**src/sv/bdbs_pkg.sv**
```systemverilog
// Shared types and constants for the button debounce and blink sequencer.
package bdbs_pkg;

    localparam int MODE_W   = 2;
    localparam int TIME_W   = 32;
    localparam int COUNT_W  = 16;
    localparam int RUN_W    = 8;
    localparam int PERIOD_W = 16;
    localparam int STEPS_W  = 8;
    localparam int CFG_IDX_W  = 2;
    localparam int CFG_DATA_W = 16;

    localparam logic [MODE_W-1:0] MODE_SAMPLE = 2'd0;
    localparam logic [MODE_W-1:0] MODE_BLINK  = 2'd1;
    localparam logic [MODE_W-1:0] MODE_REPORT = 2'd2;

    localparam logic [CFG_IDX_W-1:0] REG_STABLE_COUNT = 2'd0;
    localparam logic [CFG_IDX_W-1:0] REG_BLINK_PERIOD = 2'd1;
    localparam logic [CFG_IDX_W-1:0] REG_BLINK_STEPS  = 2'd2;

    localparam logic [RUN_W-1:0]    RST_STABLE_COUNT = 8'd5;
    localparam logic [PERIOD_W-1:0] RST_BLINK_PERIOD = 16'd100;
    localparam logic [STEPS_W-1:0]  RST_BLINK_STEPS  = 8'd6;

    // One strobe per event kind, high in the cycle the event is applied.
    typedef struct packed {
        logic sample;
        logic blink;
        logic report;
    } t_step_ctl;

endpackage

```
**src/sv/bdbs_in_if.sv**
```systemverilog
// Input event channel: valid/ready handshake with the event payload.
interface bdbs_in_if;
    import bdbs_pkg::*;

    logic                valid;
    logic                ready;
    logic [MODE_W-1:0]   mode;
    logic                button_level;
    logic [TIME_W-1:0]   now_ms;

    modport source (output valid, output mode, output button_level, output now_ms,
                    input ready);
    modport sink   (input valid, input mode, input button_level, input now_ms,
                    output ready);
endinterface

```
**src/sv/bdbs_out_if.sv**
```systemverilog
// Result channel: valid/ready handshake with LED levels and status report.
interface bdbs_out_if;
    import bdbs_pkg::*;

    logic               valid;
    logic               ready;
    logic               led_one;
    logic               led_two;
    logic               led_three;
    logic               report_valid;
    logic [COUNT_W-1:0] press_total;

    modport source (output valid, output led_one, output led_two, output led_three,
                    output report_valid, output press_total, input ready);
    modport sink   (input valid, input led_one, input led_two, input led_three,
                    input report_valid, input press_total, output ready);
endinterface

```
**src/sv/bdbs_debounce.sv**
```systemverilog
// Button debouncer: saturating run counter, press latch and LED1 toggle.
module bdbs_debounce
    import bdbs_pkg::*;
(
    input  logic             i_clk,
    input  logic             i_rst_n,
    input  t_step_ctl        i_step,
    input  logic             i_button_level,
    input  logic [RUN_W-1:0] i_stable_count,
    output logic             o_press_accept,
    output logic             o_led_one_next
);

    logic [RUN_W-1:0] r_run, n_run;
    logic             r_last, n_last;
    logic             r_latched, n_latched;
    logic             r_led, n_led;
    logic             pressed;
    logic [RUN_W-1:0] run_inc;
    logic             accept;

    assign pressed = ~i_button_level;

    always_comb begin
        n_run     = r_run;
        n_last    = r_last;
        n_latched = r_latched;
        n_led     = r_led;
        accept    = 1'b0;
        run_inc   = (r_run < i_stable_count) ? r_run + 1'b1 : r_run;
        if (i_step.sample) begin
            if (pressed != r_last) begin
                n_run  = '0;
                n_last = pressed;
            end else begin
                n_run = run_inc;
                if (run_inc == i_stable_count && pressed && !r_latched) begin
                    n_latched = 1'b1;
                    n_led     = ~r_led;
                    accept    = 1'b1;
                end
            end
            // release re-arms the detector
            if (!pressed) begin
                n_latched = 1'b0;
            end
        end
    end

    always_ff @(posedge i_clk) begin
        if (!i_rst_n) begin
            r_run     <= '0;
            r_last    <= 1'b0;
            r_latched <= 1'b0;
            r_led     <= 1'b0;
        end else begin
            r_run     <= n_run;
            r_last    <= n_last;
            r_latched <= n_latched;
            r_led     <= n_led;
        end
    end

    assign o_press_accept = accept;
    assign o_led_one_next = n_led;

endmodule

```
**src/sv/bdbs_blink.sv**
```systemverilog
// Blink sequencer: pending press, press counter and LED2 step timing.
module bdbs_blink
    import bdbs_pkg::*;
(
    input  logic                i_clk,
    input  logic                i_rst_n,
    input  t_step_ctl           i_step,
    input  logic                i_press_accept,
    input  logic [TIME_W-1:0]   i_now_ms,
    input  logic [PERIOD_W-1:0] i_blink_period,
    input  logic [STEPS_W-1:0]  i_blink_steps,
    output logic [COUNT_W-1:0]  o_press_count,
    output logic                o_led_two_next
);

    logic               r_pending, n_pending;
    logic [COUNT_W-1:0] r_count, n_count;
    logic               r_active, n_active;
    logic [STEPS_W-1:0] r_index, n_index;
    logic [TIME_W-1:0]  r_last_time, n_last_time;
    logic               r_led, n_led;

    logic               act0, led0;
    logic [STEPS_W-1:0] idx0, idx1;
    logic [TIME_W-1:0]  last0, elapsed;

    always_comb begin
        n_pending   = r_pending;
        n_count     = r_count;
        n_active    = r_active;
        n_index     = r_index;
        n_last_time = r_last_time;
        n_led       = r_led;

        // a pending press restarts the sequence
        act0    = r_pending | r_active;
        idx0    = r_pending ? '0 : r_index;
        last0   = r_pending ? i_now_ms : r_last_time;
        led0    = r_pending | r_led;
        elapsed = i_now_ms - last0;
        idx1    = idx0 + 1'b1;

        if (i_step.sample && i_press_accept) begin
            n_pending = 1'b1;
        end
        if (i_step.blink) begin
            n_pending   = 1'b0;
            n_count     = r_pending ? r_count + 1'b1 : r_count;
            n_active    = act0;
            n_index     = idx0;
            n_last_time = last0;
            n_led       = led0;
            if (act0 && elapsed >= {{(TIME_W-PERIOD_W){1'b0}}, i_blink_period}) begin
                n_last_time = i_now_ms;
                if (idx1 >= i_blink_steps) begin
                    n_active = 1'b0;
                    n_index  = '0;
                    n_led    = 1'b0;
                end else begin
                    n_index = idx1;
                    n_led   = ~led0;
                end
            end
        end
        if (i_step.report) begin
            n_count = '0;
        end
    end

    always_ff @(posedge i_clk) begin
        if (!i_rst_n) begin
            r_pending   <= 1'b0;
            r_count     <= '0;
            r_active    <= 1'b0;
            r_index     <= '0;
            r_last_time <= '0;
            r_led       <= 1'b0;
        end else begin
            r_pending   <= n_pending;
            r_count     <= n_count;
            r_active    <= n_active;
            r_index     <= n_index;
            r_last_time <= n_last_time;
            r_led       <= n_led;
        end
    end

    assign o_press_count  = r_count;
    assign o_led_two_next = n_led;

endmodule

```
**src/sv/button_debounce_blink_sequencer.sv**
```systemverilog
// Top level: input register, event logic and result register.
// Takes one event per clock: an accepted beat lands in the input register, is applied to
// the debounce and blink state as it moves into the result register, and is offered on
// the result channel from the result register. Throughput is one beat per cycle while
// the result side keeps taking beats; a stalled result holds the input register and then
// input ready. Every event gives exactly one result showing the LED levels after it.
// Configuration writes take effect on the next cycle and are meant for idle periods.
module button_debounce_blink_sequencer
    import bdbs_pkg::*;
(
    input  logic                  i_clk,
    input  logic                  i_rst_n,
    input  logic                  i_cfg_we,
    input  logic [CFG_IDX_W-1:0]  i_cfg_index,
    input  logic [CFG_DATA_W-1:0] i_cfg_data,
    bdbs_in_if.sink               i_in,
    bdbs_out_if.source            o_out
);

    logic [RUN_W-1:0]    r_stable_count;
    logic [PERIOD_W-1:0] r_blink_period;
    logic [STEPS_W-1:0]  r_blink_steps;

    logic               r_in_valid;
    logic [MODE_W-1:0]  r_mode;
    logic               r_button;
    logic [TIME_W-1:0]  r_now;

    logic               r_out_valid;
    logic               r_led_one, r_led_two, r_led_three;
    logic               r_report;
    logic [COUNT_W-1:0] r_total;

    logic               advance;
    t_step_ctl          step;
    logic               press_accept;
    logic               led_one_next, led_two_next;
    logic [COUNT_W-1:0] press_count;

    assign advance    = r_in_valid && (!r_out_valid || o_out.ready);
    assign i_in.ready = !r_in_valid || advance;

    always_comb begin
        step = '0;
        if (advance) begin
            unique case (r_mode)
                MODE_SAMPLE: step.sample = 1'b1;
                MODE_BLINK:  step.blink  = 1'b1;
                MODE_REPORT: step.report = 1'b1;
                default:     step = '0;
            endcase
        end
    end

    always_ff @(posedge i_clk) begin
        if (!i_rst_n) begin
            r_stable_count <= RST_STABLE_COUNT;
            r_blink_period <= RST_BLINK_PERIOD;
            r_blink_steps  <= RST_BLINK_STEPS;
        end else if (i_cfg_we) begin
            unique case (i_cfg_index)
                REG_STABLE_COUNT: r_stable_count <= i_cfg_data[RUN_W-1:0];
                REG_BLINK_PERIOD: r_blink_period <= i_cfg_data[PERIOD_W-1:0];
                REG_BLINK_STEPS:  r_blink_steps  <= i_cfg_data[STEPS_W-1:0];
                default:          ;
            endcase
        end
    end

    always_ff @(posedge i_clk) begin
        if (!i_rst_n) begin
            r_in_valid <= 1'b0;
        end else if (i_in.ready) begin
            r_in_valid <= i_in.valid;
        end
    end

    always_ff @(posedge i_clk) begin
        if (i_in.ready && i_in.valid) begin
            r_mode   <= i_in.mode;
            r_button <= i_in.button_level;
            r_now    <= i_in.now_ms;
        end
    end

    bdbs_debounce u_debounce (
        .i_clk          (i_clk),
        .i_rst_n        (i_rst_n),
        .i_step         (step),
        .i_button_level (r_button),
        .i_stable_count (r_stable_count),
        .o_press_accept (press_accept),
        .o_led_one_next (led_one_next)
    );

    bdbs_blink u_blink (
        .i_clk          (i_clk),
        .i_rst_n        (i_rst_n),
        .i_step         (step),
        .i_press_accept (press_accept),
        .i_now_ms       (r_now),
        .i_blink_period (r_blink_period),
        .i_blink_steps  (r_blink_steps),
        .o_press_count  (press_count),
        .o_led_two_next (led_two_next)
    );

    always_ff @(posedge i_clk) begin
        if (!i_rst_n) begin
            r_out_valid <= 1'b0;
            r_led_three <= 1'b0;
        end else begin
            if (advance) begin
                r_out_valid <= 1'b1;
            end else if (o_out.ready) begin
                r_out_valid <= 1'b0;
            end
            if (step.report) begin
                r_led_three <= ~r_led_three;
            end
        end
    end

    always_ff @(posedge i_clk) begin
        if (advance) begin
            r_led_one <= led_one_next;
            r_led_two <= led_two_next;
            r_report  <= step.report;
            r_total   <= step.report ? press_count : '0;
        end
    end

    assign o_out.valid        = r_out_valid;
    assign o_out.led_one      = r_led_one;
    assign o_out.led_two      = r_led_two;
    assign o_out.led_three    = r_led_three;
    assign o_out.report_valid = r_report;
    assign o_out.press_total  = r_total;

endmodule
```
**src/flat_wrapper.sv**
```systemverilog
// flat-port wrapper written by rule: the top's interface ports become plain ports
module button_debounce_blink_sequencer_flat import bdbs_pkg::*;
  (i_clk, i_rst_n, i_cfg_we, i_cfg_index, i_cfg_data, i_in_valid, i_in_mode, i_in_button_level, i_in_now_ms, i_in_ready, o_out_valid, o_out_led_one, o_out_led_two, o_out_led_three, o_out_report_valid, o_out_press_total, o_out_ready);
  bdbs_in_if i_in_i ();
  bdbs_out_if o_out_i ();
  input  logic i_clk;
  input  logic i_rst_n;
  input  logic i_cfg_we;
  input  logic [CFG_IDX_W-1:0] i_cfg_index;
  input  logic [CFG_DATA_W-1:0] i_cfg_data;
  input wire logic [$bits(i_in_i.valid)-1:0] i_in_valid;
  input wire logic [$bits(i_in_i.mode)-1:0] i_in_mode;
  input wire logic [$bits(i_in_i.button_level)-1:0] i_in_button_level;
  input wire logic [$bits(i_in_i.now_ms)-1:0] i_in_now_ms;
  output wire logic [$bits(i_in_i.ready)-1:0] i_in_ready;
  output wire logic [$bits(o_out_i.valid)-1:0] o_out_valid;
  output wire logic [$bits(o_out_i.led_one)-1:0] o_out_led_one;
  output wire logic [$bits(o_out_i.led_two)-1:0] o_out_led_two;
  output wire logic [$bits(o_out_i.led_three)-1:0] o_out_led_three;
  output wire logic [$bits(o_out_i.report_valid)-1:0] o_out_report_valid;
  output wire logic [$bits(o_out_i.press_total)-1:0] o_out_press_total;
  input wire logic [$bits(o_out_i.ready)-1:0] o_out_ready;
  assign i_in_i.valid = i_in_valid;
  assign i_in_i.mode = i_in_mode;
  assign i_in_i.button_level = i_in_button_level;
  assign i_in_i.now_ms = i_in_now_ms;
  assign i_in_ready = i_in_i.ready;
  assign o_out_valid = o_out_i.valid;
  assign o_out_led_one = o_out_i.led_one;
  assign o_out_led_two = o_out_i.led_two;
  assign o_out_led_three = o_out_i.led_three;
  assign o_out_report_valid = o_out_i.report_valid;
  assign o_out_press_total = o_out_i.press_total;
  assign o_out_i.ready = o_out_ready;
  button_debounce_blink_sequencer u_core (.i_clk(i_clk), .i_rst_n(i_rst_n), .i_cfg_we(i_cfg_we), .i_cfg_index(i_cfg_index), .i_cfg_data(i_cfg_data), .i_in(i_in_i), .o_out(o_out_i));
endmodule
```
**config.mk**
```make
export PLATFORM = sky130hd
export DESIGN_NAME = button_debounce_blink_sequencer_flat
export DESIGN_NICKNAME = d
export VERILOG_FILES = /design/src/sv/bdbs_pkg.sv /design/src/sv/bdbs_in_if.sv /design/src/sv/bdbs_out_if.sv /design/src/sv/bdbs_debounce.sv /design/src/sv/bdbs_blink.sv /design/src/sv/button_debounce_blink_sequencer.sv /design/src/flat_wrapper.sv
export SDC_FILE = /design/constraint.sdc
export NUM_CORES = 1
export LEC_CHECK = 0
export ABC_AREA = 1
export BUFFER_PORTS_ARGS = -buffer_cell sky130_fd_sc_hd__clkbuf_2
export CAP_MARGIN = 20
export CORE_ASPECT_RATIO = 0.9
export CORE_MARGIN = 2
export CORE_UTILIZATION = 45
export DETAILED_ROUTE_END_ITERATION = 10
export PLACE_DENSITY = 0.75
export RECOVER_POWER = 50
export SYNTH_ARGS = -nofsm -noshare
export SYNTH_HDL_FRONTEND = slang
export SYNTH_SLANG_ARGS = --single-unit
```
**constraint.sdc**
```tcl
create_clock -name i_clk -period 4.8 [get_ports i_clk]
set_clock_uncertainty 0.1 [all_clocks]
set_input_delay 0.96 -clock i_clk [delete_from_list [all_inputs] [get_ports i_clk]]
set_output_delay 0.96 -clock i_clk [all_outputs]
set_load 0.05 [all_outputs]
```
Word-level counts from Yosys, hierarchy flattened
Cells that the tools add are included.

storage, ports and cells
  memories kept = 0
  latch bits = 0
  bits in registers = 159
  memory bits (read-only) = 0
  word-level logic and storage cells = 94
  bits in writable memories = 0

cells by class
  reduce and logical (&&, ||, !) cells = 23
  muxes and demuxes = 27
  multipliers = 0
  $add $sub $neg = 4
  $lt $le $gt $ge = 3
  equality and inequality tests = 7
  bitwise operators = 7
  shift operators = 0
  div/mod/pow operators = 0

operators by type and width
  cell                     number
  $mux W32                 2
  $mux W8                  5
  $ge A32 B16 Y1           1
  $sub A32 B32 Y32         1
  $mux W1                  19
  $add A16 B1 Y16 const B  1
  $add A8 B1 Y8 const B    2
  $reduce_and A2 Y1        5
  $eq A8 B8 Y1             1
  $ge A8 B8 Y1             1
  $lt A8 B8 Y1             1
  $logic_and A1 B1 Y1      6
  $not A1 Y1               5
  $eq A2 B1 Y1 const B     2
  $eq A2 B2 Y1 const B     2
  $logic_not A2 Y1         2
  $reduce_bool A2 Y1       2
  $reduce_or A2 Y1         2
  $logic_not A1 Y1         3
  $mux W3                  1
  $reduce_and A3 Y1        1
  $logic_or A1 B1 Y1       2
  $ne A2 B1 Y1 const B     1
  $or A1 B1 Y1             2
  $ne A1 B1 Y1             1

Depth between registers and ports, before layout
Gate-level depths: netlist of run 1.

  depth in word-level cells = 9
  mapped depth = 30

Cells and area by module
A second synthesis of run 1 with hierarchy kept.

unflattened totals
  cell total of the unflattened synthesis = 1,523
  area, all modules = 10,590.2 sq um

modules (own cells, without submodules)
  module                           area an instance (sq um)  seq. area each (sq um)  cells an instance  instances
  bdbs_blink                       6,339.8                   1,181.1                 1,076              1
  button_debounce_blink_sequencer  3,126.7                   2,322.2                 254                1
  bdbs_debounce                    1,123.6                   220.2                   193                1

Least setup slack after synthesis of run 1
No wires, ideal clock.

  path type = reg2reg
  start = reg u_core.u_blink.r_pending
  end = reg u_core.r_led_two (netlist: u_core.o_out.led_two) (data pin)
  period minus slack after synthesis = 4.262 ns
  stages on the path, launching flop included = 27
  path buffers = 4
  data arrival time = 3.907 ns
  data required time = 4.445 ns
  library setup time = 0.255 ns
  setup slack = 0.538 ns
  cells stage by stage = dfxtp_1 > buf_2 > buf_2 > buf_1 > mux2i_1 > ha_1 > nand2_1 > nand2_1 > a21oi_1 > nand3_2 > nand2_1 > nand3_2 > xor2_1 > ha_1 > a21oi_1 > nor3_1 > a211oi_1 > nand3_1 > nor2_1 > nand3_1 > nor2_2 > nand2_4 > nand2_8 > buf_6 > nand2_1 > nand3_1 > nand2_1

on the way
  longest elaborated chain between the ends = 6

RTL lines
  element                                            line                                    text
  start, declared                                    bdbs_blink.sv:16                        logic r_pending, n_pending;
  start signal, assigned                             bdbs_blink.sv:79                        r_pending <= n_pending;
  $mux W32 or $mux W8 (tied branches)                bdbs_blink.sv:38, bdbs_blink.sv:37
  $sub A32 B32 Y32 or $add A8 B1 Y8 (tied branches)  bdbs_blink.sv:40, bdbs_blink.sv:41
  $ge A32 B16 Y1 or $ge A8 B8 Y1 (tied branches)     bdbs_blink.sv:53, bdbs_blink.sv:55
  $logic_and A1 B1 Y1 or $mux W1 (tied branches)     bdbs_blink.sv:53, bdbs_blink.sv:55
  $mux W1 (*)                                        bdbs_blink.sv:53                        if (act0 && elapsed >= {{(TIME_W-PERIOD_W){1'b0}}, i_blink_period}) begin
  $mux W1 (*)                                        bdbs_blink.sv:46                        if (i_step.blink) begin
  net u_core.led_two_next                            button_debounce_blink_sequencer.sv:37   logic led_one_next, led_two_next;
  end signal, assigned                               button_debounce_blink_sequencer.sv:127  r_led_two <= led_two_next;
  end, declared                                      button_debounce_blink_sequencer.sv:30   logic r_led_one, r_led_two, r_led_three;

Mark *: on every way through the listed nets, which the timed path passes. The rest lies on a longest branch.
A chain may end at the register's enable or synchronous reset.

Worst setup path in the final report of run 1
  start = reg u_core.u_blink.r_pending
  end = reg u_core.u_blink.r_last_time[26]

on the way
  longest elaborated chain between the ends = 5

RTL lines
  element               line              text
  $mux W32              bdbs_blink.sv:38  last0 = r_pending ? i_now_ms : r_last_time;
  $sub A32 B32 Y32      bdbs_blink.sv:40  elapsed = i_now_ms - last0;
  $ge A32 B16 Y1        bdbs_blink.sv:53
  $logic_and A1 B1 Y1   bdbs_blink.sv:53
  $mux W32 (*)          bdbs_blink.sv:53
  end signal, assigned  bdbs_blink.sv:83  r_last_time <= n_last_time;
  end, declared         bdbs_blink.sv:20  logic [TIME_W-1:0] r_last_time, n_last_time;

Mark *: on every way between the ends. The rest lies on a longest branch, timed or not.

==> results.md, run 1 <==
* TritonCTS clock tree: yes
* Register area share after synthesis at 36.87%
* Combinational Power Share at around an eighth
* Max H-tree Level at 4
* Most area-hungry cell type in the Yosys netlist: dfxtp_1
* Count of buffer and inverter cells on the critical path at 1
* Post-placement setup slack at between 0.15 and 0.2 ns
* Clock root buffer: clkbuf_16
* Total Negative Setup Slacks at 0 ns
* Average vias per placed instance at around 5
* Count of input and output buffers at 79
* Data arrival time of the critical path at 4.54 ns
* Syn nets at 1508
* Biggest area contributors in the synthesized netlist: dfxtp_1, edfxtp_1, nand2_1, ha_1, inv_1
* Routed length on met1 at around 11 mm
* Final Hold Fails at 0
* First DRT Iteration DRCs at roughly 600
* Total I/O pin count at 80
* Hold Crit Depth at 2
* Number of enable-type register cells in the synthesized netlist at 54
* Total wirelength of the detailed-routed design at 22.71 mm
* Cell Chain, Critical Path: mux2i_1, ha_1, nand2_1, nand2_1, a21oi_1, nand3_2, nand2_1, nand3_2, xor2_1, ha_1, a21oi_1, nor3_1, a211oi_1, nand3_1, nor2_1, nand3_1, nor2_2, nand2_4, nand2_8, buf_4, nand2_1, o211ai_2, nand2_1
* Number of vias in the routed layout at 8838
* Most frequent cell after synthesis: nand2_1
* Synthesized flop and latch total at around 160
* Clock transition time at the flip-flop clock pins of the worst setup and hold paths at around 0.080 ns
* Setup slack on the worst flop-to-flop path at between 0.5 and 0.6 ns
* Area added between synthesis and finish at 12.35%
* Worst reg-to-reg path cell count at 23
* Highest routing layer actually used: met4
* Number of global-route vias before repair at ~8000
* Violated checks: capacitance limit, slew limit
* Leakage dissipation at 5.565 nW
* Post-CTS Hold Buffers at 0
* Worst setup path class: reg2reg
* Largest incremental delay on the critical path at around 0.5 ns
* Fin Hold WS at 0.3508 ns
* Async SR Flop Fraction at 0%
* Number of CTS-inserted buffers at 17
* Nature of the critical path endpoint: register
* Fraction of layout cells with a size suffix above 1 at 11.44%
* Transition at the pin with the smallest max-transition slack at 2.100 ns
* Clock latency on the worst-skew pair at ~0.44 ns
* Total global-route track usage at between 15 and 20%
* DRT antenna net count at 0
* Switching power summed over all nets at around 0.96 mW
* Initial cell density of the core at between 40 and 50%
* Number of cell rows at between 50 and 60
* Proportion of power drawn by the clock network at 42.4%
* Core ar. at approximately 22000 sq um
* Antenna Diode Count at 0
* Min cycle time layout at 4.299 ns
* Number of antenna violations at the first check in global routing at 0
* Required @ worst endpoint at approximately 5.0 ns
* First-pass GRT wire length at ~38 mm
* X dimension of the die at 161.9 microns
* Part of the cycle the worst path needs at 89.56%
* Global route overflow at 0
* Count of different cell masters after synthesis at 48
* Max-cap viol count at 2
* Leading cell types by count after synthesis: nand2_1, inv_1, nor2_1
* Net count, final at ~1600
* Final setup slack of the worst path at approximately 0.5 ns
* Routed met3 length at 869 microns
* Number of detailed-routing iterations run before antenna repair at 5
* Most frequent cell on the critical path: nand2_1
* DRC violation count after routing at 0
* Final RePlAce weighted congestion at between 0.9 and 1
* Average size of a mapped cell at between 7 and 8 sq um
* Setup repair after global routing missed its margin: no
* Internal portion of total power at 2.283 mW
* Reg2Reg Launch Point: u_core.u_blink.r_pending
* Post-Synthesis Cells at approximately 1400
* Post-DR wirelength/cell at around 13 microns
* HPWL reported at the end of detailed placement at about 17 mm
* Clock Path Buffers at 2
* Worst relative slew slack at -40.02%
* Register share of total power at between 40% and 50%
* Maximum operating frequency at between 200 and 250 MHz
* WHS Endpoint: u_core.u_blink.r_last_time[13]
* Critical path fanouts, max at 43
* Hold_sp: u_core.u_blink.r_last_time[13]
* Most common flop cell mapped by yosys: dfxtp_1
* Num Clock Sinks at 159
* Class of the worst hold path: reg2reg
* Destination of the worst register-to-register timing path: u_core.u_blink.r_last_time[26]
* Switch share at 29.71%
* Worst VDD drop at approximately 0.00022 V
* Number of failing setup endpoints in the final timing report at 0
* Maximum number of pins on one net before global-route repair at 44
* Number of warnings printed during yosys synthesis at 0
* Result of the run: complete, but fails checks
* Fraction of post-synthesis cell area in the top cell type by area at around a fifth
* Cell family with the largest share of critical-path delay: simple AND/OR/NAND/NOR gates
* Number of max-slew violations in the final report at 58
* Post-synthesis instance area at just over 10000 sq um
* Critical Path Start Type: register
* Die ar. at between 20000 and 25000 sq um
* Metal2 WL at approximately 11 mm
* Power density cells at approximately 290 nW/um^2
* Cell type of the slowest stage on the worst timing path: dfxtp_4
* Die span in y at between 100 and 150 microns
[repair_timing]
action	CTS	global route
gates resized for setup	0	1
endpoints found under the setup margin	0	42
setup buffers	0	1
[worst max-delay path by stage]
stage	cells past startpoint	start	endpoint	slack [ns]
final	23	u_core.u_blink.r_pending	u_core.u_blink.r_last_time[26]	0.50
after global routing	23	u_core.u_blink.r_pending	u_core.u_blink.r_last_time[9]	0.07
after CTS	23	u_core.u_blink.r_pending	u_core.u_blink.r_last_time[26]	0.14
after detailed placement	23	u_core.u_blink.r_pending	u_core.u_blink.r_last_time[26]	0.16
after global placement	23	u_core.u_blink.r_pending	u_core.u_blink.r_last_time[26]	0.30
after floorplan	26	u_core.u_blink.r_pending	u_core.o_out.led_two	0.54
[cells by family (layout without fill, tap and decap cells)]
group / Yosys count / count (layout) / synth area share (%)
muxes: 29 / 29 / 2.875
adders and majority gates: 69 / 69 / 8.624
AOI/OAI and AO/OA: 198 / 198 / 12.41
and+or+nand+nor: 657 / 657 / 27.12
xor gates and xnor gates: 28 / 28 / 2.428
DFF: 159 / 159 / 36.87
buffers and inverters: 241 / 328 / 9.664
[power by group through the flow]
| stage | Clock [mW] | Sequential (mW) | Combinational, mW |
|---|---|---|---|
| finish | 1.38 | 1.46 | 0.413 |
| global route | 1.47 | 1.46 | 0.468 |
| CTS | 1.41 | 1.46 | 0.414 |
| detailed placement | 0 | 1.49 | 0.411 |
| global placement | 0 | 1.49 | 0.402 |
| floorplan | 0 | 1.51 | 0.270 |
[per-layer routing]
metal	global-route usage, %	vias up
met5	0	-
met4	4.779	0
met3	3.523	33
met2	33.09	221
met1	25.14	3965
li1	-	4619
[final cells by class]
| type | instances | area (sq um) |
|---|---|---|
| Clock inverter | 15 | 182.7 |
| Multi-Input combinational cell | 981 | 5398 |
| Timing Repair Buffer | 87 | 464.2 |
| Sequential cell | 159 | 3727 |
| Fill cell | 2109 | 10480 |
| Clock buffer | 17 | 425.4 |
| Inverter | 209 | 784.5 |
| Tap cell | 291 | 364.1 |
[registers in the layout, indices dropped and copies added, names as in the netlist, 8 cells and up]
name and flops:
u_core.r_stable_count 8, u_core.r_blink_period 16, u_core.o_out.press_total 16, u_core.u_blink.r_last_time 32
u_core.r_now 32, u_core.r_blink_steps 8, u_core.u_blink.o_press_count 16, u_core.u_debounce.r_run 8
u_core.u_blink.r_index 8
[stage by stage]
step,power [mW],instances,util (%),instance area [sq um]
2_1_floorplan,1.784,1381,-,10100
3_3_place_gp,1.891,1726,49.23,10740
3_5_place_dp,1.900,1726,49.23,10740
4_1_cts,3.280,1758,52.01,11350
5_1_grt,3.398,1759,51.99,11350
6_report,3.248,1759,51.99,11350
[cells in the final DEF (no fill, tap or decap), types with 7 or more instances in the layout]
| cell | n |
|---|---|
| nand2_1 | 421 |
| nand4_1 | 7 |
| inv_1 | 207 |
| nor3_1 | 21 |
| o21ai_1 | 10 |
| dfxtp_1 | 104 |
| nand2_2 | 13 |
| o211ai_2 | 22 |
| o211ai_1 | 17 |
| mux2i_1 | 29 |
| clkbuf_2 | 73 |
| nor2_1 | 110 |
| nand3_1 | 55 |
| nand3b_1 | 7 |
| clkbuf_1 | 7 |
| clkbuf_16 | 17 |
| ha_1 | 68 |
| a21oi_1 | 93 |
| edfxtp_1 | 54 |
| o21ai_0 | 42 |
| xor2_1 | 22 |
[worst register-to-register path, cell delays in order (launching register included)]
cell and delay, ns:
dfxtp_4 0.50, mux2i_1 0.34, ha_1 0.33, nand2_1 0.08, nand2_1 0.06, a21oi_1 0.19
nand3_2 0.17, nand2_1 0.11, nand3_2 0.11, xor2_1 0.24, ha_1 0.29, a21oi_1 0.16
nor3_1 0.06, a211oi_1 0.18, nand3_1 0.10, nor2_1 0.09, nand3_1 0.09, nor2_2 0.13
nand2_4 0.10, nand2_8 0.27, buf_4 0.29, nand2_1 0.09, o211ai_2 0.07, nand2_1 0.06
Note: power is estimated with default switching activity, not from simulation.
==> run 2: changes to the inputs <==
CORE_ASPECT_RATIO = 1.75   (was 0.9)
PLACE_DENSITY = not set   (was 0.75)
==> run 2 against run 1 <==
Effect of this change: the run still ends with capacitance limit, slew limit left; cell count increased by 0.63%; flip-flop and latch count unchanged; sequential share of layout area hardly changed; core utilization down 0.55 points; setup slack better by 0.15 ns; via count is 0.60% lower; highest routed layer unchanged.
==> results.md, run 2 (synthesis results as in run 1) <==
* Result of the run: complete, but fails checks
* Violated checks: capacitance limit, slew limit
* Post-CTS Hold Buffers at 0
* Setup repair after global routing missed its margin: no
* Post-DR wirelength/cell at roughly 14 microns
* Number of cell rows at 72
* Most frequent cell on the critical path: nand2_1
* Worst VDD drop at around 0.00037 V
* Count of input and output buffers at a little under 80
* Fraction of layout cells with a size suffix above 1 at between 10 and 15%
* Area of all placed cells without fillers at ~11000 sq um
* Startpoint of the worst setup timing path: u_core.u_blink.r_pending
* Most used cells in the layout excluding fill and tap cells: nand2_1, inv_1, nor2_1, dfxtp_1, a21oi_1
* TritonCTS clock tree: yes
* Number of CTS-inserted buffers at 17
* Area added between synthesis and finish at 12.43%
* X dimension of the die at roughly 120 microns
* Internal portion of total power at roughly 2.3 mW
* Max H-tree Level at 4
* Reg2Reg Launch Point: u_core.u_blink.r_pending
* Min cycle time layout at 4.146 ns
* Core ar. at 22070 sq um
* Num Clock Sinks at between 150 and 200
* Routed length on met1 at between 9 and 10 mm
* Average vias per placed instance at 4.963
* Power density cells at roughly 280 nW/um^2
* Setup slack on the worst flop-to-flop path at ~0.65 ns
* DRC violation count after routing at 0
* Clock latency on the worst-skew pair at about 0.45 ns
* Cell type of the slowest stage on the worst timing path: dfxtp_2
* Total Negative Setup Slacks at 0 ns
* Die span in y at slightly above 200 microns
* Proportion of power drawn by the clock network at between 40% and 50%
* Number of antenna violations at the first check in global routing at 0
* Number of resized instances in the post-cts repair step at 0
* Worst reg-to-reg path cell count at 26
* Net count, final at between 1500 and 2000
* HPWL reported at the end of detailed placement at about 20 mm
* Clock root buffer: clkbuf_16
* Leakage dissipation at 5.519 nW
* Largest incremental delay on the critical path at 0.35 ns
* Routed met3 length at around 600 microns
* Maximum operating frequency at 241.2 MHz
* Cell family with the largest share of critical-path delay: simple AND/OR/NAND/NOR gates
* Clock transition time at the flip-flop clock pins of the worst setup and hold paths at around 0.07 ns
* Number of vias in the routed layout at about 9000
* Destination of the worst register-to-register timing path: u_core.u_blink.r_last_time[20]
* Most frequent standard cell in the layout excluding fill and tap cells: nand2_1
* Post-CTS Setup Repair Bufs at 0
* Switching power summed over all nets at around 0.88 mW
* Total wirelength of the detailed-routed design at about 25 mm
* Critical path fanouts, max at 31
* Initial cell density of the core at between 40% and 50%
* Final Hold Fails at 0
* Class of the worst hold path: reg2reg
* Part of the cycle the worst path needs at between 80% and 90%
* Transition at the pin with the smallest max-transition slack at approximately 1.8 ns
* Number of logic stages on the critical path including buffering at 26
* Number of global-route vias before repair at approximately 8700
* Fin util at 51.44%
* Worst relative slew slack at -17.97%
* Switch share at a little over a quarter
* Worst setup path class: reg2reg
* Total global-route track usage at approximately 22%
* Die ar. at between 20000 and 25000 sq um
* Critical Path Start Type: register
* Register share of total power at around 45%
* Global route overflow at 0
* Metal2 WL at 13.80 mm
* Top Registers: u_core.r_now (32), u_core.u_blink.r_last_time (32)
* Total I/O pin count at 80
* Count of buffer and inverter cells on the critical path at 3
* Combinational Power Share at roughly an eighth
* DP Area at roughly 11000 sq um
* Number of max-slew violations in the final report at 66
* Nature of the critical path endpoint: register
* Required @ worst endpoint at a little over 5 ns
* Antenna Diode Count at 0
* Maximum number of pins on one net before global-route repair at 41
* Max-cap viol count at 2
* End point of the critical path: u_core.u_blink.r_last_time[20]
* Highest routing layer actually used: met4
* DRT antenna net count at 0
* Final RePlAce weighted congestion at just over 0.9
* Clock Path Buffers at 2
* Data arrival time of the critical path at around 4.4 ns
* Filler Cell Count at between 2000 and 2500
* Number of detailed-routing iterations run before antenna repair at 5
* First DRT Iteration DRCs at 440
* Number of failing setup endpoints in the final timing report at 0
* First-pass GRT wire length at just over 40 mm
## run 2: layer usage
layer	track usage, %	vias to the layer above
met4	11.26	0
met5	0	-
met3	3.868	52
met1	21.88	3995
met2	42.86	124
li1	-	4614
## run 2: worst min-delay path by stage
stage,start,endpoint,slack [ns],cells past startpoint
floorplan,u_core.u_blink.r_last_time[0],u_core.u_blink.r_last_time[0],0.32,2
finish,u_core.u_debounce.r_latched,u_core.u_debounce.r_latched,0.35,2
CTS,u_core.u_blink.r_last_time[12],u_core.u_blink.r_last_time[12],0.35,2
global placement,u_core.u_blink.r_last_time[0],u_core.u_blink.r_last_time[0],0.34,2
global route,u_core.u_blink.r_last_time[9],u_core.u_blink.r_last_time[9],0.37,2
detailed placement,u_core.u_blink.r_last_time[18],u_core.u_blink.r_last_time[18],0.34,2
## run 2: cell type report
type,count,area (sq um),share of cell area [%]
clock inverter,13,135.1,1.190
multi-input combinational,981,5409,47.64
inverter,209,784.5,6.910
clock buffer,19,432.9,3.813
tap,296,370.4,3.262
sequential,159,3725,32.81
timing repair buffer,93,496.7,4.375
## run 2: power by group through the flow
stage | combinational, mW | sequential (mW) | clock [mW]
2_1_floorplan | 0.270 | 1.51 | 0
5_1_grt | 0.479 | 1.47 | 1.42
3_5_place_dp | 0.426 | 1.49 | 0
4_1_cts | 0.428 | 1.46 | 1.38
6_report | 0.421 | 1.46 | 1.34
3_3_place_gp | 0.421 | 1.49 | 0
## run 2: stage by stage
stage | power (mW) | hold WS, ns | worst slack [ns] | instances
global placement | 1.910 | 0.3357 | 0.6900 | 1738
global route | 3.363 | 0.3671 | 0.1839 | 1770
finish | 3.223 | 0.3515 | 0.6544 | 1770
floorplan | 1.784 | 0.3207 | 0.5378 | 1381
detailed placement | 1.916 | 0.3402 | 0.6491 | 1738
CTS | 3.264 | 0.3534 | 0.6289 | 1770
## run 2: tightest hold or removal path: stages (launching register included)
cell,delay (ns)
dfxtp_1,0.31
inv_1,0.05
a21oi_1,0.05
==> run 3: changes to the inputs <==
ABC_AREA = not set   (was 1)
==> run 3 against run 2 <==
Effect of this change: the run still ends with capacitance limit, slew limit left; maximum frequency down 8.2%; critical path depth down 6; total power down 1.9%; non-clock buffer count up 6; setup slack worse by 0.37 ns; core utilization up 0.38 points; combinational power down 9.7%; critical endpoint is now u_core.o_out.led_two; largest power group unchanged.
==> results.md, run 3 <==
* Cell Chain, Critical Path: mux2_2, ha_1, fa_1, nand2b_1, a21oi_2, o21ai_1, o21ai_1, xor2_1, ha_1, nand2_1, nor2_1, a2111oi_1, o21ai_0, o211ai_1, o311a_1, nand4_1, nor4_4, buf_6, mux2i_2, nand2_1
* Count of input and output buffers at between 70 and 80
* Part of the cycle the worst path needs at a little over nine tenths
* DRC violation count after routing at 0
* Post-synthesis instance area at about 9400 sq um
* Number of warnings printed during yosys synthesis at 0
* Leakage dissipation at 4.158 nW
* Clock root buffer: clkbuf_16
* Top Registers: u_core.r_now (32), u_core.u_blink.r_last_time (32)
* Number of detailed-routing iterations run before antenna repair at 5
* Max-cap viol count at 2
* Average size of a mapped cell at ~9 sq um
* Worst VDD drop at roughly 0.00022 V
* Die ar. at around 22000 sq um
* Fin Hold WS at 0.3573 ns
* Cell family with the largest share of critical-path delay: compound AO/OA/AOI/OAI gates
* Post-Synthesis Cells at 1050
* Required @ worst endpoint at about 5 ns
* Worst setup path class: reg2reg
* Cell type of the slowest stage on the worst timing path: edfxtp_1
* Number of vias in the routed layout at roughly 7700
* First-pass GRT wire length at approximately 37 mm
* Net count, final at around 1200
* Most frequent standard cell in the layout excluding fill and tap cells: nand2_1
* Filler Cell Count at between 2000 and 2500
* Die span in y at 195.5 microns
* Register area share after synthesis at 39.51%
* Count of buffer and inverter cells on the critical path at 1
* Leading cell types by count after synthesis: nand2_1, dfxtp_1, mux2i_1
* Most common flop cell mapped by yosys: dfxtp_1
* Power density cells at 293.9 nW/um^2
* Number of enable-type register cells in the synthesized netlist at 54
* Syn nets at approximately 1200
* Number of global-route vias before repair at about 7600
* Count of different cell masters after synthesis at 67
* Transition at the pin with the smallest max-transition slack at between 2 and 3 ns
* DRT antenna net count at 0
* Min cycle time layout at between 4 and 5 ns
* First DRT Iteration DRCs at about 330
* Critical Path Start Type: register
* Fraction of post-synthesis cell area in the top cell type by area at 22.30%
* Final Hold Fails at 0
* Fraction of layout cells with a size suffix above 1 at ~13%
* Most used cells in the layout excluding fill and tap cells: nand2_1, dfxtp_1, clkbuf_2, mux2i_1, ha_1
* Result of the run: complete, but fails checks
* Violated checks: capacitance limit, slew limit
* Area added between synthesis and finish at 14.12%
* Post-DR wirelength/cell at around 16 microns
* Biggest area contributors in the synthesized netlist: dfxtp_1, edfxtp_1, ha_1, mux2i_1, nand2_1
* TritonCTS clock tree: yes
* Maximum number of pins on one net before global-route repair at between 80 and 90
* Synthesized flop and latch total at approximately 160
* Async SR Flop Fraction at 0%
* Number of CTS-inserted buffers at 17
* DP Area at between 10000 and 15000 sq um
* Nature of the critical path endpoint: register
* HPWL reported at the end of detailed placement at 17.28 mm
* Number of antenna violations at the first check in global routing at 0
* Average vias per placed instance at 5.545
* Total Negative Setup Slacks at 0 ns
* Total I/O pin count at 80
* Post-CTS Hold Buffers at 0
* Data arrival time of the critical path at 4.61 ns
* Worst relative slew slack at -70.78%
* Class of the worst hold path: reg2reg
* Max H-tree Level at 4
* Critical path fanouts, max at 6
* Global route overflow at 0
* Number of max-slew violations in the final report at roughly 130
* Number of failing setup endpoints in the final timing report at 0
* Initial cell density of the core at between 40% and 50%
* Largest incremental delay on the critical path at roughly 0.4 ns
* Most frequent cell after synthesis: nand2_1
* Total global-route track usage at between 20% and 30%
* Area of all placed cells without fillers at roughly 11000 sq um
* Clock latency on the worst-skew pair at 0.44 ns
* Power, Total at 3.162 mW
* Maximum operating frequency at about 220 MHz
* Antenna Diode Count at 0
* X dimension of the die at 113.4 microns
* Number of cell rows at 70
* Clock transition time at the flip-flop clock pins of the worst setup and hold paths at roughly 0.070 ns
* Sequential cell area in the final layout at 3725 sq um
* Most area-hungry cell type in the Yosys netlist: dfxtp_1
* Core ar. at slightly above 20000 sq um
* Num Clock Sinks at ~160
* Total wirelength of the detailed-routed design at roughly 23 mm
* Final RePlAce weighted congestion at 0.9481
* Clock Path Buffers at 2
* Multi-input combinational cell area at between 5000 and 6000 sq um
## run 3: cell type report
class	instances	share of cell area (%)
repair buffers	99	5.514
clock buffers	18	4.083
clock inverters	14	1.233
flip-flops and latches	159	34.63
well taps	252	2.931
multi-input cells	796	49.94
inverters	48	1.675
## run 3: cells by family (layout without fill, tap and decap cells)
group	Yosys count	after routing	share of synthesized area, %
multiplexers	74	74	7.872
buffers and inverters	95	179	4.102
adder cells (fa/ha/maj)	69	69	9.239
XOR/XNOR	52	52	4.832
AND/OR/NAND/NOR	391	391	19.71
flip-flops	159	159	39.51
AO/OA/AOI/OAI	210	210	14.74
## run 3: layer usage
metal / vias to the layer above / wire length, microns / track usage [%]
met5: - / 0 / 0
met4: 0 / 1251 / 12.56
met3: 72 / 645 / 3.507
met2: 165 / 12780 / 41.21
met1: 3596 / 8162 / 20.20
li1: 3853 / - / -
## run 3: path summary, 6_finish.rpt
path / startpoint / endpoint / slack (ns) / cells after the start
setup reg to reg: u_core.r_now[0] / u_core.o_out.led_two / 0.28 / 20
setup / recovery: u_core.r_now[0] / u_core.o_out.led_two / 0.28 / 20
hold / removal: u_core.u_blink.r_last_time[12] / u_core.u_blink.r_last_time[12] / 0.36 / 2
hold reg to reg: u_core.u_blink.r_last_time[12] / u_core.u_blink.r_last_time[12] / 0.36 / 2
## run 3: repair_timing
item                                    4_1_cts  5_1_grt
resized for setup                             0       18
endpoints found under the setup margin        0       43
buffers inserted                              0        2
## run 3: where the power goes
group	total [mW]	switching, mW	internal, mW	leakage (nW)
clock network	1.33	0.594	0.734	0.269
registers	1.45	0.0228	1.43	1.36
logic	0.380	0.239	0.142	2.53
total	3.16	0.856	2.31	4.16
## run 3: metrics by stage
step	std cells	utilization, %	setup slack (ns)
6_report	1386	51.82	0.2837
5_1_grt	1386	51.82	-0.002282
4_1_cts	1383	51.45	0.02155
3_5_place_dp	1351	48.69	0.03674
3_3_place_gp	1351	48.69	0.06742
2_1_floorplan	1050	-	0.01019
## run 3: worst reg2reg max path, stage by stage (launching register included)
cell and delay (ns):
edfxtp_1 0.41, mux2_2 0.29, ha_1 0.21, fa_1 0.40
nand2b_1 0.19, a21oi_2 0.18, o21ai_1 0.11, o21ai_1 0.17
xor2_1 0.23, ha_1 0.28, nand2_1 0.06, nor2_1 0.04
a2111oi_1 0.35, o21ai_0 0.16, o211ai_1 0.11, o311a_1 0.18
nand4_1 0.13, nor4_4 0.19, buf_6 0.17, mux2i_2 0.23
nand2_1 0.06
